<file path="src/rtl/core/dtmf_nibble_frame_receiver_macros.svh">
// assertion macros used by the frame receiver assembler
`ifndef DTMF_NIBBLE_FRAME_RECEIVER_MACROS_SVH
`define DTMF_NIBBLE_FRAME_RECEIVER_MACROS_SVH

// consequent must hold in the same cycle as the antecedent
`define DNFR_ASSERT_NOW(label, ante, cons) \
    label: assert property (@(posedge i_clk) disable iff (!i_rst_n) (ante) |-> (cons)) \
        else $error("dnfr assertion failed");

// consequent must hold in the cycle after the antecedent
`define DNFR_ASSERT_NEXT(label, ante, cons) \
    label: assert property (@(posedge i_clk) disable iff (!i_rst_n) (ante) |=> (cons)) \
        else $error("dnfr assertion failed");

`endif

</file>
<file path="src/rtl/core/dnfr_pkg.sv">
// types and constants of the dtmf nibble frame receiver
package dnfr_pkg;

    localparam int unsigned NIB_W       = 4;
    localparam int unsigned FRAME_LEN   = 9;
    localparam int unsigned STORED_LEN  = 8;
    localparam int unsigned SLOT_W      = 3;
    localparam int unsigned COUNT_W     = 4;
    localparam int unsigned IDLE_W      = 16;
    localparam int unsigned SIG_ID_W    = 12;
    localparam int unsigned VOLT_W      = 8;
    localparam int unsigned CURR_W      = 6;
    localparam int unsigned APB_ADDR_W  = 3;
    localparam int unsigned APB_DATA_W  = 32;

    localparam logic [IDLE_W-1:0]  TIMEOUT_RESET = 16'd100;
    localparam logic [COUNT_W-1:0] LAST_COUNT    = 4'(FRAME_LEN - 1);

    // register index, taken from paddr bit 2
    typedef enum logic [0:0] {
        REG_IDLE_TIMEOUT = 1'b0,
        REG_UNUSED       = 1'b1
    } t_reg_index;

    typedef enum logic [0:0] {
        OP_STROBE = 1'b0,
        OP_TICK   = 1'b1
    } t_opcode;

    typedef struct packed {
        logic [SIG_ID_W-1:0] signal_id;
        logic [VOLT_W-1:0]   voltage_code;
        logic [CURR_W-1:0]   current_code;
        logic                alarm;
    } t_result;

    typedef struct packed {
        logic    valid;
        t_result data;
    } t_result_req;

    typedef struct packed {
        logic free;
    } t_out_status;

endpackage

</file>
<file path="src/rtl/core/dnfr_if.sv">
// request channels of the frame receiver: decoder items in, frame results out
interface dnfr_in_if import dnfr_pkg::*; ();
    logic              valid;
    logic              ready;
    logic              opcode;
    logic [NIB_W-1:0]  tone_nibble;
    logic              sender_busy;

    modport source (output valid, output opcode, output tone_nibble, output sender_busy,
                    input ready);
    modport sink   (input valid, input opcode, input tone_nibble, input sender_busy,
                    output ready);
endinterface

interface dnfr_out_if import dnfr_pkg::*; ();
    logic                valid;
    logic                ready;
    logic [SIG_ID_W-1:0] signal_id;
    logic [VOLT_W-1:0]   voltage_code;
    logic [CURR_W-1:0]   current_code;
    logic                alarm;

    modport source (output valid, output signal_id, output voltage_code,
                    output current_code, output alarm, input ready);
    modport sink   (input valid, input signal_id, input voltage_code,
                    input current_code, input alarm, output ready);
endinterface

</file>
<file path="src/rtl/core/dnfr_apb_regs.sv">
// apb configuration register: idle timeout
module dnfr_apb_regs import dnfr_pkg::*; (
    input  logic                  i_clk,
    input  logic                  i_rst_n,
    input  logic                  psel,
    input  logic                  penable,
    input  logic                  pwrite,
    input  logic [APB_ADDR_W-1:0] paddr,
    input  logic [APB_DATA_W-1:0] pwdata,
    output logic [APB_DATA_W-1:0] prdata,
    output logic                  pready,
    output logic [IDLE_W-1:0]     o_idle_timeout
);

    logic [IDLE_W-1:0] r_timeout;
    logic [IDLE_W-1:0] n_timeout;
    t_reg_index        reg_sel;
    logic              wr_en;

    assign reg_sel = t_reg_index'(paddr[2]);
    assign wr_en   = psel && penable && pwrite;
    assign pready  = 1'b1;

    always_comb begin
        n_timeout = r_timeout;
        if (wr_en && (reg_sel == REG_IDLE_TIMEOUT)) begin
            n_timeout = pwdata[IDLE_W-1:0];
        end
    end

    always_ff @(posedge i_clk) begin
        if (!i_rst_n) begin
            r_timeout <= TIMEOUT_RESET;
        end else begin
            r_timeout <= n_timeout;
        end
    end

    always_comb begin
        unique case (reg_sel)
            REG_IDLE_TIMEOUT: prdata = {{(APB_DATA_W-IDLE_W){1'b0}}, r_timeout};
            default:          prdata = '0;
        endcase
    end

    assign o_idle_timeout = r_timeout;

endmodule

</file>
<file path="src/rtl/core/dnfr_assembler.sv">
// input register and frame assembly: nibble store, running sum, idle timer
`include "dtmf_nibble_frame_receiver_macros.svh"
module dnfr_assembler import dnfr_pkg::*; (
    input  logic              i_clk,
    input  logic              i_rst_n,
    dnfr_in_if.sink           i_item,
    input  logic [IDLE_W-1:0] i_idle_timeout,
    input  t_out_status       i_out_status,
    output t_result_req       o_result
);

    // input register
    logic              r_in_valid;
    t_opcode           r_op;
    logic [NIB_W-1:0]  r_nib;
    logic              r_busy;

    // frame state
    logic [COUNT_W-1:0] r_count;
    logic [COUNT_W-1:0] n_count;
    logic [NIB_W-1:0]   r_sum;
    logic [NIB_W-1:0]   n_sum;
    logic [IDLE_W-1:0]  r_idle;
    logic [IDLE_W-1:0]  n_idle;
    logic [NIB_W-1:0]   r_slot [1:STORED_LEN-1];

    logic              strobe;
    logic              take;
    logic              last;
    logic              emit;
    logic              fire;
    logic              accept;
    logic [NIB_W-1:0]  sum_next;
    logic [IDLE_W-1:0] idle_inc;
    logic [SLOT_W-1:0] slot_idx;

    assign strobe   = (r_op == OP_STROBE) && !r_busy;
    // a frame only opens on a zero nibble
    assign take     = strobe && ((r_count != '0) || (r_nib == '0));
    assign last     = take && (r_count == LAST_COUNT);
    assign sum_next = r_sum + r_nib;
    assign emit     = last && (sum_next == '0);
    assign fire     = r_in_valid && (!emit || i_out_status.free);
    assign accept   = i_item.valid && i_item.ready;
    assign idle_inc = (r_idle == '1) ? r_idle : r_idle + 1'b1;
    assign slot_idx = r_count[SLOT_W-1:0];

    assign i_item.ready = !r_in_valid || fire;

    always_comb begin
        n_count = r_count;
        n_sum   = r_sum;
        n_idle  = r_idle;
        if (fire) begin
            if (r_op == OP_TICK) begin
                if (r_count != '0) begin
                    n_idle = idle_inc;
                    if (idle_inc >= i_idle_timeout) begin
                        n_count = '0;
                        n_sum   = '0;
                    end
                end
            end else if (!r_busy) begin
                n_idle = '0;
                if (last) begin
                    n_count = '0;
                    n_sum   = '0;
                end else if (take) begin
                    n_count = r_count + 1'b1;
                    n_sum   = sum_next;
                end
            end
        end
    end

    always_ff @(posedge i_clk) begin
        if (!i_rst_n) begin
            r_in_valid <= 1'b0;
            r_count    <= '0;
            r_sum      <= '0;
            r_idle     <= '0;
        end else begin
            if (accept) begin
                r_in_valid <= 1'b1;
            end else if (fire) begin
                r_in_valid <= 1'b0;
            end
            r_count <= n_count;
            r_sum   <= n_sum;
            r_idle  <= n_idle;
        end
    end

    always_ff @(posedge i_clk) begin
        if (accept) begin
            r_op   <= t_opcode'(i_item.opcode);
            r_nib  <= i_item.tone_nibble;
            r_busy <= i_item.sender_busy;
        end
    end

    // slot 0 always holds the start zero, so it is not kept
    always_ff @(posedge i_clk) begin
        if (fire && take && (r_count != '0) && (r_count < COUNT_W'(STORED_LEN))) begin
            r_slot[slot_idx] <= r_nib;
        end
    end

    always_comb begin
        o_result.valid             = fire && emit;
        o_result.data.signal_id    = {r_slot[2], r_slot[3], 1'b0, r_slot[1][3:1]};
        o_result.data.voltage_code = {r_slot[5], r_slot[4]};
        o_result.data.current_code = {r_slot[6][3:2], r_slot[7]};
        o_result.data.alarm        = r_slot[6][0];
    end

    `DNFR_ASSERT_NEXT(a_frame_end_restarts, fire && last, r_count == '0 && r_sum == '0)
    `DNFR_ASSERT_NEXT(a_busy_strobe_ignored, fire && (r_op == OP_STROBE) && r_busy,
                      $stable(r_count) && $stable(r_sum) && $stable(r_idle))
    `DNFR_ASSERT_NEXT(a_tick_counts_idle, fire && (r_op == OP_TICK) && (r_count != '0),
                      r_idle != '0)

endmodule

</file>
<file path="src/rtl/core/dnfr_out_reg.sv">
// result register towards the downstream sink
module dnfr_out_reg import dnfr_pkg::*; (
    input  logic        i_clk,
    input  logic        i_rst_n,
    input  t_result_req i_result,
    output t_out_status o_status,
    dnfr_out_if.source  o_result
);

    logic    r_valid;
    t_result r_data;

    assign o_status.free = !r_valid || o_result.ready;

    always_ff @(posedge i_clk) begin
        if (!i_rst_n) begin
            r_valid <= 1'b0;
        end else if (o_status.free) begin
            r_valid <= i_result.valid;
        end
    end

    always_ff @(posedge i_clk) begin
        if (o_status.free && i_result.valid) begin
            r_data <= i_result.data;
        end
    end

    assign o_result.valid        = r_valid;
    assign o_result.signal_id    = r_data.signal_id;
    assign o_result.voltage_code = r_data.voltage_code;
    assign o_result.current_code = r_data.current_code;
    assign o_result.alarm        = r_data.alarm;

endmodule

</file>
<file path="src/rtl/core/dtmf_nibble_frame_receiver.sv">
// top level of the dtmf nibble frame receiver
//
// i_item carries one request per cycle while ready: opcode 0 is a decoder
// strobe with tone_nibble and sender_busy, opcode 1 is one idle timer
// tick. o_result gives one request per nine-nibble frame that opens with
// a zero nibble and whose nibbles sum to zero mod 16: signal id, voltage,
// current and alarm. idle timeout is set through the apb port at byte
// address 0 (reset 100); write it only while no request is in flight.
// throughput is one request per cycle while the input is not stalled. a
// request is held in the input register, where the frame state and
// result are formed; the result is then loaded into the output register,
// which offers the frame result to the sink.
// reset clears the frame count, sum, idle timer and both valid flags; the
// stored nibbles keep whatever they hold.
// when the sink stalls, the result stays in the output register; requests
// that give no result keep flowing, one finishing frame waits in the input
// register and the input then stalls until the result is taken.
module dtmf_nibble_frame_receiver import dnfr_pkg::*; (
    input  logic                  i_clk,
    input  logic                  i_rst_n,
    dnfr_in_if.sink               i_item,
    dnfr_out_if.source            o_result,
    input  logic                  psel,
    input  logic                  penable,
    input  logic                  pwrite,
    input  logic [APB_ADDR_W-1:0] paddr,
    input  logic [APB_DATA_W-1:0] pwdata,
    output logic [APB_DATA_W-1:0] prdata,
    output logic                  pready
);

    logic [IDLE_W-1:0] idle_timeout;
    t_result_req       result_req;
    t_out_status       out_status;

    dnfr_apb_regs u_regs (
        .i_clk          (i_clk),
        .i_rst_n        (i_rst_n),
        .psel           (psel),
        .penable        (penable),
        .pwrite         (pwrite),
        .paddr          (paddr),
        .pwdata         (pwdata),
        .prdata         (prdata),
        .pready         (pready),
        .o_idle_timeout (idle_timeout)
    );

    dnfr_assembler u_asm (
        .i_clk          (i_clk),
        .i_rst_n        (i_rst_n),
        .i_item         (i_item),
        .i_idle_timeout (idle_timeout),
        .i_out_status   (out_status),
        .o_result       (result_req)
    );

    dnfr_out_reg u_out (
        .i_clk    (i_clk),
        .i_rst_n  (i_rst_n),
        .i_result (result_req),
        .o_status (out_status),
        .o_result (o_result)
    );

endmodule
</file>
<file path="src/flat_wrapper.sv">
// flat-port wrapper written by rule: the top's interface ports become plain ports
module dtmf_nibble_frame_receiver_flat import dnfr_pkg::*;
  (i_clk, i_rst_n, psel, penable, pwrite, paddr, pwdata, prdata, pready, i_item_valid, i_item_opcode, i_item_tone_nibble, i_item_sender_busy, i_item_ready, o_result_valid, o_result_signal_id, o_result_voltage_code, o_result_current_code, o_result_alarm, o_result_ready);
  dnfr_in_if i_item_i ();
  dnfr_out_if o_result_i ();
  input  logic i_clk;
  input  logic i_rst_n;
  input  logic psel;
  input  logic penable;
  input  logic pwrite;
  input  logic [APB_ADDR_W-1:0] paddr;
  input  logic [APB_DATA_W-1:0] pwdata;
  output logic [APB_DATA_W-1:0] prdata;
  output logic pready;
  input wire logic [$bits(i_item_i.valid)-1:0] i_item_valid;
  input wire logic [$bits(i_item_i.opcode)-1:0] i_item_opcode;
  input wire logic [$bits(i_item_i.tone_nibble)-1:0] i_item_tone_nibble;
  input wire logic [$bits(i_item_i.sender_busy)-1:0] i_item_sender_busy;
  output wire logic [$bits(i_item_i.ready)-1:0] i_item_ready;
  output wire logic [$bits(o_result_i.valid)-1:0] o_result_valid;
  output wire logic [$bits(o_result_i.signal_id)-1:0] o_result_signal_id;
  output wire logic [$bits(o_result_i.voltage_code)-1:0] o_result_voltage_code;
  output wire logic [$bits(o_result_i.current_code)-1:0] o_result_current_code;
  output wire logic [$bits(o_result_i.alarm)-1:0] o_result_alarm;
  input wire logic [$bits(o_result_i.ready)-1:0] o_result_ready;
  assign i_item_i.valid = i_item_valid;
  assign i_item_i.opcode = i_item_opcode;
  assign i_item_i.tone_nibble = i_item_tone_nibble;
  assign i_item_i.sender_busy = i_item_sender_busy;
  assign i_item_ready = i_item_i.ready;
  assign o_result_valid = o_result_i.valid;
  assign o_result_signal_id = o_result_i.signal_id;
  assign o_result_voltage_code = o_result_i.voltage_code;
  assign o_result_current_code = o_result_i.current_code;
  assign o_result_alarm = o_result_i.alarm;
  assign o_result_i.ready = o_result_ready;
  dtmf_nibble_frame_receiver u_core (.i_clk(i_clk), .i_rst_n(i_rst_n), .i_item(i_item_i), .o_result(o_result_i), .psel(psel), .penable(penable), .pwrite(pwrite), .paddr(paddr), .pwdata(pwdata), .prdata(prdata), .pready(pready));
endmodule
</file>
<file path="config.mk">
export PLATFORM = sky130hd
export DESIGN_NAME = dtmf_nibble_frame_receiver_flat
export DESIGN_NICKNAME = d
export VERILOG_FILES = /design/src/rtl/core/dnfr_pkg.sv /design/src/rtl/core/dnfr_if.sv /design/src/rtl/core/dnfr_apb_regs.sv /design/src/rtl/core/dnfr_assembler.sv /design/src/rtl/core/dnfr_out_reg.sv /design/src/rtl/core/dtmf_nibble_frame_receiver.sv /design/src/flat_wrapper.sv
export VERILOG_INCLUDE_DIRS = /design/src /design/src/rtl/core
export SDC_FILE = /design/constraint.sdc
export NUM_CORES = 1
export LEC_CHECK = 0
export BUFFER_PORTS_ARGS = -buffer_cell sky130_fd_sc_hd__buf_4
export CORE_AREA = 2 2 112 114
export DETAILED_ROUTE_END_ITERATION = 10
export DIE_AREA = 0 0 114 116
export HOLD_SLACK_MARGIN = 0.05
export PLACE_DENSITY_LB_ADDON = 0.05
export SLEW_MARGIN = 10
export SYNTH_ARGS = -nofsm -noshare
export SYNTH_HDL_FRONTEND = slang
export SYNTH_SLANG_ARGS = --single-unit
</file>
<file path="constraint.sdc">
create_clock -name i_clk -period 3.1 [get_ports i_clk]
set_input_delay 0.775 -clock i_clk [delete_from_list [all_inputs] [get_ports i_clk]]
set_output_delay 0.775 -clock i_clk [all_outputs]
set_load 0.02 [all_outputs]
</file>
# == Word level (Yosys, flattened, before mapping) ==
# Memories as Yosys holds them, arrays and structs flattened. A register that Yosys moved wholly into a read port is not among the register bits.
# Index checks and enable logic that the tools add are counted.
# word_totals
register_bits,48
ram_bits,28
input_bits,48
out_inout_bits,62
elab_cells,70
n_memories,1
# memory_table
name,depth,width,rd,rd_ports_with_merged_regs,wr,line_no,rtl
u_core.u_asm.r_slot,7,4,7,7,1,dnfr_assembler.sv:25,logic [NIB_W-1:0] r_slot [1:STORED_LEN-1];
# op_classes
addsub,3
order_cmp,2
eq_ne,5
mux,19
bitwise,2
n_reduce_logical,29
# ops
operator,count
$mux 16,5
$mux 4,10
$add 16x1->16 const B,1
$eq 16x16->1 const B,1
$ge 16x16->1,1
$logic_and 1x1->1,14
$logic_not 4->1,2
$reduce_and 5->1,1
$add 4x1->4 const B,1
$add 4x4->4,1
$eq 4x4->1 const B,1
$logic_not 1->1,4
$logic_or 1x1->1,4
$lt 4x4->1 const B,1
$mux 1,4
$ne 2x1->1 const B,2
$reduce_bool 4->1,1
$reduce_and 3->1,1
$reduce_bool 3->1,1
$ne 2x2->1 const B,1
$not 1->1,2
$reduce_bool 2->1,1

# == Logic depth before layout (Yosys ltp) ==
# Gate-level depths: netlist of the first run.
# depth
depth_word,13
mapped_depth,14
depth_no_buf,13

# == Hierarchy ==
# A second synthesis of the first run with hierarchy kept.
# hier_totals
cells_unflattened,451
hier_area_um2,4922.2
# by_module_without_submodules
module,instances,cells_per_inst,area_each_um2,seq_area_each_um2
dnfr_assembler,1,313,3131.8,1461.4
dnfr_apb_regs,1,106,922.1,320.3
dnfr_out_reg,1,32,868.3,830.8

# == Worst setup path after synthesis of the first run ==
# Ideal clock, no wire load.
# synth_timing
path_kind,register -> register
start,reg u_core.u_asm.r_nib[0]
end,"reg, netlist name o_result_alarm"
setup_time_ns,0.409
arrival_time_ns,2.789
required_ns,2.691
slack_ns,-0.098
path_stages_with_launch,8
path_buffers,0
period_less_slack_ns,3.198
path_cell_list,edfxtp_1 > ha_1 > inv_1 > fa_1 > xnor2_1 > nor4b_4 > nand3_1 > nor2_1
# synth_between
elab_chain_cells,10
word_cells_on_any_way,12
classes_between,add/sub (1); reduce/logical (11)
# synth_lines
item,line_no,rtl
"start, declared",dnfr_assembler.sv:15,logic [NIB_W-1:0] r_nib;
"start signal, assigned",dnfr_assembler.sv:97,r_nib <= i_item.tone_nibble;
"parallel branches: the longest is 4 deep, another holds $add 4x4->4",n/a,
$logic_and 1x1->1 *,dnfr_assembler.sv:42,assign emit = last && (sum_next == '0);
$logic_not 1->1,dnfr_assembler.sv:43,assign fire = r_in_valid && (!emit || i_out_status.free);
$logic_or 1x1->1,dnfr_assembler.sv:43,
$logic_and 1x1->1,dnfr_assembler.sv:43,
$logic_and 1x1->1 *,dnfr_assembler.sv:110,o_result.valid = fire && emit;
$logic_and 1x1->1 *,dnfr_out_reg.sv:24,if (o_status.free && i_result.valid) begin
# Mark *: on every way between the ends.
# A chain may end at the register's enable or synchronous reset.

# == Worst setup path in the final report of the first run ==
# layout_timing
start,reg u_core.u_asm.r_nib[0]
end,out i_item_ready
# layout_between
elab_chain_cells,9
word_cells_on_any_way,11
classes_between,add/sub (1); reduce/logical (10)
# layout_lines
item,line_no,rtl
"parallel branches: the longest is 4 deep, another holds $add 4x4->4",n/a,
$logic_and 1x1->1 *,dnfr_assembler.sv:42,
$logic_not 1->1 *,dnfr_assembler.sv:43,
$logic_or 1x1->1 *,dnfr_assembler.sv:43,
$logic_and 1x1->1 *,dnfr_assembler.sv:43,
$logic_or 1x1->1 *,dnfr_assembler.sv:48,assign i_item.ready = !r_in_valid || fire;
"end, declared",flat_wrapper.sv:19,output wire logic [$bits(i_item_i.ready)-1:0] i_item_ready;
# Marked as above.

==> results of run 1 <==
==> registers in the layout, indices dropped and copies added, names as in the netlist <==
name / count
u_core.u_asm.r_slot: 26
o_result_signal_id: 11
o_result_current_code: 6
u_core.u_asm.r_count: 4
o_result_alarm: 1
u_core.u_asm.r_op: 1
u_core.u_asm.r_busy: 1
u_core.u_asm.r_idle: 16
u_core.u_asm.r_nib: 4
u_core.u_out.o_result.valid: 1
u_core.u_asm.r_sum: 4
o_result_voltage_code: 8
u_core.u_regs.o_idle_timeout: 16
u_core.u_asm.r_in_valid: 1
==> synthesized netlist by cell type (2+ instances only) <==
cell	number
a21oi_4	2
nand2_1	55
clkbuf_1	8
buf_4	18
or4_1	2
and4_1	2
dfxtp_1	42
edfxtp_1	58
and2_1	2
a31oi_1	12
nand4_1	6
and3_1	4
nor4b_1	2
buf_1	2
nor2b_1	3
mux2i_1	5
o211ai_1	3
buf_2	4
nor4_1	2
xor2_1	3
a41oi_1	2
buf_6	2
o21ai_0	7
a22o_1	6
conb_1	2
inv_1	26
xnor2_1	10
o21a_1	5
nand2b_1	4
nand3_1	22
nor2_1	33
ha_1	22
a21oi_1	35
==> worst register-to-register path: stages, from the launching register on <==
cell and delay [ps]:
dfxtp_2 360, ha_4 150, nand3_4 90, nor3_4 240
buf_6 130, and3_4 200, nand4_1 110, o21a_1 180
ha_4 280, nand4_1 150, nor4b_2 280, a21oi_2 80
o21ai_1 100, and3_1 220, buf_12 140, mux2i_1 170
==> metal layers <==
| metal | part of all wire [%] | vias up | global-route usage, % |
|---|---|---|---|
| li1 | - | 1720 | - |
| met1 | 40 | 1573 | 16.6 |
| met2 | 53 | 72 | 29.0 |
| met3 | 3.9 | 16 | 3.40 |
| met4 | 2.5 | 0 | 7.64 |
| met5 | 0 | - | 0 |
==> per-stage QoR <==
stage,hold slack (ps),setup TNS [ps],utilization (%),instances
3_5_place_dp,405,0,46.0,663
5_1_grt,427,-348,50.4,690
6_report,420,0,50.4,690
3_3_place_gp,405,0,46.0,663
2_1_floorplan,400,0,-,447
4_1_cts,420,0,48.6,679
==> worst min path at each step <==
stage / endpoint / depth (start not counted) / start
6_report: o_result_signal_id[1] / 0 / u_core.u_asm.r_slot[1][2]
4_1_cts: o_result_signal_id[1] / 0 / u_core.u_asm.r_slot[1][2]
2_1_floorplan: o_result_alarm / 0 / u_core.u_asm.r_slot[6][0]
3_3_place_gp: o_result_signal_id[8] / 0 / u_core.u_asm.r_slot[2][0]
3_5_place_dp: o_result_signal_id[10] / 0 / u_core.u_asm.r_slot[2][2]
5_1_grt: o_result_signal_id[5] / 0 / u_core.u_asm.r_slot[3][1]
==> placed cells by master (no fill, tap or decap), drive strengths merged, types with 3 or more instances in the layout <==
master  instances
a21oi          38
a22o            6
a31oi          12
and3            4
buf           114
clkbuf          9
conb           18
dfxtp          42
edfxtp         58
ha             22
inv            29
mux2i           5
nand2          56
nand2b          4
nand3          22
nand4           7
nor2           33
nor2b           3
nor4            3
nor4b           3
o211ai          4
o21a            5
o21ai           7
xnor2          10
xor2            3
==> power groups by stage <==
stage / logic (W) / clock network, W / registers (W)
5_1_grt: 0.000180 / 0.00123 / 0.00143
2_1_floorplan: 0.000108 / 0 / 0.00145
3_3_place_gp: 0.000157 / 0 / 0.00145
6_report: 0.000163 / 0.00116 / 0.00142
4_1_cts: 0.000159 / 0.00119 / 0.00142
3_5_place_dp: 0.000159 / 0 / 0.00145
==> kinds of logic (layout without fill, tap and decap cells) <==
group	Yosys count	count (layout)	synth area share [%]
simple gates	148	148	16.3
mux	6	6	1.39
compound gates	79	79	11.3
buf+inv	60	156	6.70
xor+xnor	13	13	2.44
fa+ha+maj	23	23	6.33
other cells	2	18	0.161
flops	100	100	55.3
==> timing repair <==
action,4_1_cts,5_1_grt
hold endpoints to repair,0,0
endpoints found under the setup margin,0,9
setup buffers,0,11
resized for setup,0,33
==> area by class of cell <==
| class | instances | area [sq um] | share of cell area, % |
|---|---|---|---|
| inverter | 26 | 97.6 | 1.63 |
| clock buffer | 9 | 225 | 3.75 |
| sequential | 100 | 2590 | 43.2 |
| timing repair buffer | 114 | 887 | 14.8 |
| tap | 147 | 184 | 3.06 |
| clock inverter | 7 | 81.3 | 1.36 |
| multi-input combinational | 287 | 1930 | 32.2 |
==> flow_summary.ini, run 1 <==
[status]
status = finished clean

[floorplan]
ioPinCount = 110
die_height_um = 116
start_util_pct = 39.2
die_w_um = 114
rows = 40
core_sq_mm = 0.0119
dieArea_sq_mm = 0.0132

[routing]
via_per_inst = 4.90
firstDrtPassIters = 4
drt_iter0_markers = 140
wl_per_cell_um = 14.6
finalWirelength_um = 10000
antenna_left = 0
drc = 0
via_count = 3381

[clock_network]
cts_tree = done
cts_hold_buf = 0
cts_root_buf = clkbuf_16
clock_sinks = 100
htree_levels = 3
clk_path_buf_depth = 2
clock_latency_ps = 350
clk_pin_slew_ps = 70
cts_buffers = 9

[sta]
max_slew_margin_pct = 43.9
rsz0062_at_grt = yes
hold_violations = 0
clock_skew_ps = 10.4
drv_slew = 0
fmax_ghz = 0.332
fin_crit_ps = 3010
worst_pin_slew_ps = 836
fin_ws_ps = 85.2
setup_viol = 0
period_share_pct = 97.3

[synthesis]
async_flop_share_pct = 0
netlist_top_cells_area = edfxtp_1 (37%), dfxtp_1 (18%), ha_1 (5.9%)
netlist-cell-type-count = 53
ys_warn_count = 0
synth_top_flop_cell = edfxtp_1
yosysTopAreaCell = edfxtp_1
ys_seq_elements = 100
ys_seq_area_share_pct = 55.3
syn_area_sq_mm = 0.00467
synth.avg_cell_area_sq_um = 10.8
yosys.area.top_type_share_pct = 37.3
synthCells = 431
synth_edf_count = 58

[global_routing]
grt_pass1_wl_um = 15700
antenna_found_initial = 0
track_usage_pct = 15.6
grt_pass1_vias = 3215
grt_overflow = 0
grt_max_degree = 27

[critical_path]
cp-end-kind = primary output
worstPathCellList = ha_2 > inv_2 > fa_1 > nand2b_1 > nor4b_4 > nand4_1 > buf_4
r2r_cells = 15
slowest_stage = fa_1
cp-endpoint = i_item_ready
critPathArrivalTime_ps = 2240
regToRegSetupSlack_ps = 170
cp.depth = 7
crit_required_ps = 2320
crit_path_start = u_core.u_asm.r_nib[0]
critPathMaxFanout = 3
critPathBufInv = 2
r2r-end = u_core.u_asm.r_sum[2]
crit_family = adder cells
crit_path_max_incr_delay_ps = 490
cp-start-kind = register
r2r_start = u_core.u_asm.r_idle[1]
critPathKind = register to primary output

[final_layout]
diodes = 0
stdcell_area_sq_mm = 0.00600
drive_gt1_share_pct = 30.8
area_growth_pct = 28.6
fillers = 1133
nets = 609

[pwr]
p_leak_nw = 2.37
max-vdd-ir-drop_mv = 0.251
pwr-share-comb_pct = 6.0
p_sw_share_pct = 23.0
clock_power_share_pct = 42.1
p_switching_w = 0.000632
power.internal_w = 0.00211
cellPowerDensity_mw_per_mm2 = 457
total_power_w = 0.00275
p_seq_share_pct = 51.9

[place]
post-place-ws_ps = 56.8
routabilityCongestion = 0.790
placed_cell_area_sq_mm = 0.00548
hpwl_um = 7450
port_buffers = 73

[hold_path]
hold_path.class = register to register

[flow_run]
maxCapViolCount = 0
(Power assumes the default switching activity.)
==> run 2: changes to the inputs <==
clock period = 3.15 ns   (was 3.1 ns; I/O delays follow)
==> run 2 against run 1 <==
Effect of this change: clock skew down 3.4 ps; critical path depth unchanged; count of clock-buffer cells in the layout up 1; sequential power about the same; first-iteration DRC count down 20%; critical path type unchanged; die area unchanged; register-to-register slack about the same; setup slack better by 66 ps.
==> flow_summary.ini, run 2 (synthesized netlist as in run 1, its figures left out) <==
[pwr]
cellPowerDensity_mw_per_mm2 = 481
total_power_w = 0.00284
p_leak_nw = 2.32
max-vdd-ir-drop_mv = 0.201

[floorplan]
die_height_um = 116
rows = 40
start_util_pct = 39.2
dieArea_sq_mm = 0.0132
core_sq_mm = 0.0119
ioPinCount = 110
die_w_um = 114

[routing]
finalWirelength_um = 10100
wl_per_cell_um = 14.8
antenna_left = 0
drc = 0
via_count = 3372
via_per_inst = 4.97
firstDrtPassIters = 4
drt_iter0_markers = 112

[critical_path]
critPathMaxFanout = 2
r2r_cells = 14
cp-endpoint = i_item_ready
critPathArrivalTime_ps = 2210
cp-start-kind = register
r2r-end = u_core.u_asm.r_sum[2]
r2r_start = u_core.u_asm.r_idle[0]
cp-end-kind = primary output
critPathKind = register to primary output
regToRegSetupSlack_ps = 160
crit_path_start = u_core.u_asm.r_nib[0]
crit_required_ps = 2360

[sta]
worst_pin_slew_ps = 676
drv_slew = 0
fin_crit_ps = 3000
hold_violations = 0
hold_ws_ps = 418
setup_viol = 0
fmax_ghz = 0.333
period_share_pct = 95.2
clock_skew_ps = 6.99
max_slew_margin_pct = 54.9

[global_routing]
grt_max_degree = 27
grt_overflow = 0
antenna_found_initial = 0
grt_pass1_vias = 3150
grt_pass1_wl_um = 15600
track_usage_pct = 15.5

[place]
hpwl_um = 7350
placed_cell_area_sq_mm = 0.00542
routabilityCongestion = 0.799
port_buffers = 73

[final_layout]
drive_gt1_share_pct = 26.9
diodes = 0
area.sequential_sq_mm = 0.00259
nets = 597
stdcell_area_sq_mm = 0.00589
fillers = 1103
regMostFlops = u_core.u_asm.r_slot
layout_commonest_cell = buf_4
mostFrequentLayoutCells = buf_4 (101), edfxtp_1 (58), nand2_1 (55)
area_growth_pct = 26.2
multi_input_area_sq_mm = 0.00189
largest_register_ffs = 26

[clock_network]
htree_levels = 3
clk_path_buf_depth = 2
clock_sinks = 100
cts_root_buf = clkbuf_16
cts_tree = done
cts_buffers = 9
clk_pin_slew_ps = 60
clock_latency_ps = 350
cts_hold_buf = 0

[hold_path]
hold_path.class = register to register
hold-path-cell-count = 0

[flow_run]
maxCapViolCount = 0

[status]
status = finished clean
## run 2: changes by cell type in the layout (fill, tap and decap cells not counted), moves of 2 or more
cell	delta
dfxtp_4	+2
a21oi_1	+2
dfxtp_2	-6
ha_1	+2
clkinvlp_4	-2
buf_4	-7
dfxtp_1	+4
nand2_2	-2
a21oi_2	-2
buf_6	-5
bufinv_16	+2
## run 2: how the worst min path moves through the flow
stage	startpoint	end	slack, ps
2_1_floorplan	u_core.u_asm.r_slot[6][0]	o_result_alarm	400
3_3_place_gp	u_core.u_asm.r_slot[2][0]	o_result_signal_id[8]	400
3_5_place_dp	u_core.u_asm.r_slot[2][2]	o_result_signal_id[10]	400
4_1_cts	u_core.u_asm.r_slot[2][2]	o_result_signal_id[10]	420
5_1_grt	u_core.u_asm.r_slot[2][1]	o_result_signal_id[9]	420
6_report	u_core.u_asm.r_slot[2][2]	o_result_signal_id[10]	420
## run 2: stage by stage
stage / util, % / instances / worst slack [ps] / TNS (ps)
detailed placement: 45.5 / 655 / 37.8 / 0
finish: 49.5 / 678 / 151 / 0
global route: 49.5 / 678 / -91.0 / -316
CTS: 48.5 / 671 / 12.1 / 0
floorplan: - / 447 / 327 / 0
global placement: 45.5 / 655 / 132 / 0
## run 2: critical path: stages, from the launching register on
cell      delay (ps)
edfxtp_1         380
ha_1             190
inv_1             60
fa_1             380
xnor2_1          180
nor4b_4          320
nand4_1          160
buf_4            190
## run 2: final cells by class
type / count / area share, %
clock buffers: 10 / 3.89
flip-flops and latches: 100 / 44.0
well taps: 147 / 3.12
multi-input cells: 287 / 32.1
repair buffers: 102 / 13.2
clock inverters: 6 / 2.02
inverters: 26 / 1.66
## run 2: routing by layer
| metal | wire length, um | vias up | share of wire, % | global-route usage (%) |
|---|---|---|---|---|
| li1 | - | 1698 | - | - |
| met1 | 4030 | 1589 | 40 | 16.9 |
| met2 | 5410 | 72 | 54 | 28.8 |
| met3 | 420 | 13 | 4.2 | 3.09 |
| met4 | 200 | 0 | 2.0 | 7.56 |
| met5 | 0 | - | 0 | 0 |
## run 2: where the power goes
part	switching [W]	internal, W
clock network	0.000490	0.000786
logic	0.0000981	0.0000606
registers	0.0000131	0.00139
## run 2: repair_timing
item / CTS / global route
setup endpoints to repair: 0 / 9
gates resized for setup: 0 / 18
buffers inserted: 0 / 7
==> run 3: changes to the inputs <==
clock period = 2.8 ns   (was 3.15 ns; I/O delays follow)
==> run 3 against run 2 <==
Effect of this change: the run now ends with negative setup slack left; non-clock buffer count up 27; via count up 0.77%; first-iteration DRC count up 43%; setup slack worse by 270 ps; final area up 2.7%; sequential cell count unchanged; routed wire length up 1.7%; cell count up 4.0%; register-to-register slack worse by 280 ps; clock power about the same; clock skew up 5.2 ps; largest power group unchanged.
==> flow_summary.ini, run 3 (synthesized netlist as in run 1, its figures left out) <==
[final_layout]
drive_gt1_share_pct = 30.3
diodes = 0
final_cells = 705
layout_commonest_cell = buf_4
regMostFlops = u_core.u_asm.r_slot
largest_register_ffs = 26
nets = 624
area_growth_pct = 29.6
mostFrequentLayoutCells = buf_4 (126), edfxtp_1 (58), nand2_1 (55)

[routing]
firstDrtPassIters = 4
antenna_left = 0
finalWirelength_um = 10200
via_per_inst = 4.82
drt_iter0_markers = 160
wl_per_cell_um = 14.5
via_count = 3398
drc = 0

[pwr]
max-vdd-ir-drop_mv = 0.307
cellPowerDensity_mw_per_mm2 = 499
p_leak_nw = 2.41

[critical_path]
worstPathCellList = ha_4 > nand3_4 > nor3_4 > and3_4 > nand4_1 > o21a_1 > ha_1 > nand4_1 > nor4b_2 > a21oi_1 > o21ai_1 > and3_1 > buf_12 > mux2i_1
slowest_stage = dfxtp_2
critPathKind = register to register
crit_required_ps = 3080
crit_path_max_incr_delay_ps = 370
critPathMaxFanout = 8
crit_top_cell = nand4_1
cp-end-kind = register
cp-start-kind = register
critPathArrivalTime_ps = 3200

[clock_network]
clk_pin_slew_ps = 70
clock_latency_ps = 350
cts_root_buf = clkbuf_16
clock_sinks = 100
cts_buffers = 9
htree_levels = 3
clk_path_buf_depth = 2
cts_tree = done

[place]
dpl.cell_count = 682
routabilityCongestion = 0.765
post-place-ws_ps = -231
port_buffers = 73
hpwl_um = 7570

[floorplan]
die_height_um = 116
start_util_pct = 39.2
dieArea_sq_mm = 0.0132
core_sq_mm = 0.0119
rows = 40
die_w_um = 114
ioPinCount = 110

[global_routing]
antenna_found_initial = 0
track_usage_pct = 15.9
grt_pass1_wl_um = 15800
grt_max_degree = 27
grt_overflow = 0
grt_pass1_vias = 3273

[flow_run]
maxCapViolCount = 0

[sta]
drv_slew = 0
rsz0062_at_grt = yes
fin_ws_ps = -120
period_share_pct = 104
clock_skew_ps = 12.1
fin_crit_ps = 2920
setup_viol = 9
max_slew_margin_pct = 55.4
tns_ps = -886
fmax_ghz = 0.342
worst_pin_slew_ps = 663
hold_violations = 0

[status]
failed_checks = negative setup slack
status = complete, but fails checks

[hold_path]
hold_path.class = register to register
## run 3: timing repair
item,CTS,global route
buffers inserted,6,1
endpoints found under the hold margin,0,0
pin swaps,11,6
hold buffers,0,0
resized for setup,8,6
endpoints found under the setup margin,9,9
## run 3: area by class of cell
class	count	area [sq um]
clock inverter	6	71.3
sequential	100	2590
multi-input combinational	287	1880
inverter	26	97.6
fill	1138	5860
clock buffer	10	229
tap	147	184
timing repair buffer	129	997
## run 3: through the flow
stage	hold slack [ps]	area, sq um	utilization [%]	power (W)
finish	416	6050	50.8	0.00302
global route	428	6050	50.8	0.00313
CTS	421	6010	50.5	0.00306
detailed placement	405	5650	47.4	0.00179
global placement	403	5650	47.4	0.00179
floorplan	400	4740	-	0.00173
## run 3: worst paths after layout
kind                                  start                        to  slack, ps  cells past startpoint
setup reg to reg     u_core.u_asm.r_idle[0]   u_core.u_asm.r_count[0]       -120                     14
setup / recovery     u_core.u_asm.r_idle[0]   u_core.u_asm.r_count[0]       -120                     14
hold / removal    u_core.u_asm.r_slot[5][3]  o_result_voltage_code[7]        420                      0
hold reg to reg   u_core.u_asm.r_slot[5][3]  o_result_voltage_code[7]        420                      0
## run 3: critical path: cells and delay by family, from the launching register on
kind,cells,cell delay [ps]
compound gates,3,340
fa+ha+maj,2,460
buf+inv,1,150
flops,1,370
mux,1,180
simple gates,7,1350
## run 3: metal layers
layer	part of all wire [%]	global-route usage [%]	routed length [um]	vias up
met2	55	30.5	5640	67
li1	-	-	-	1739
met4	1.3	6.10	138	0
met1	40	16.3	4040	1582
met5	0	0	0	-
met3	3.9	4.76	403	10
## run 3: report_power, final
group | switching, W | internal, W
combinational | 0.000115 | 0.0000689
sequential | 0.0000105 | 0.00156
clock | 0.000555 | 0.000704
total | 0.000681 | 0.00234
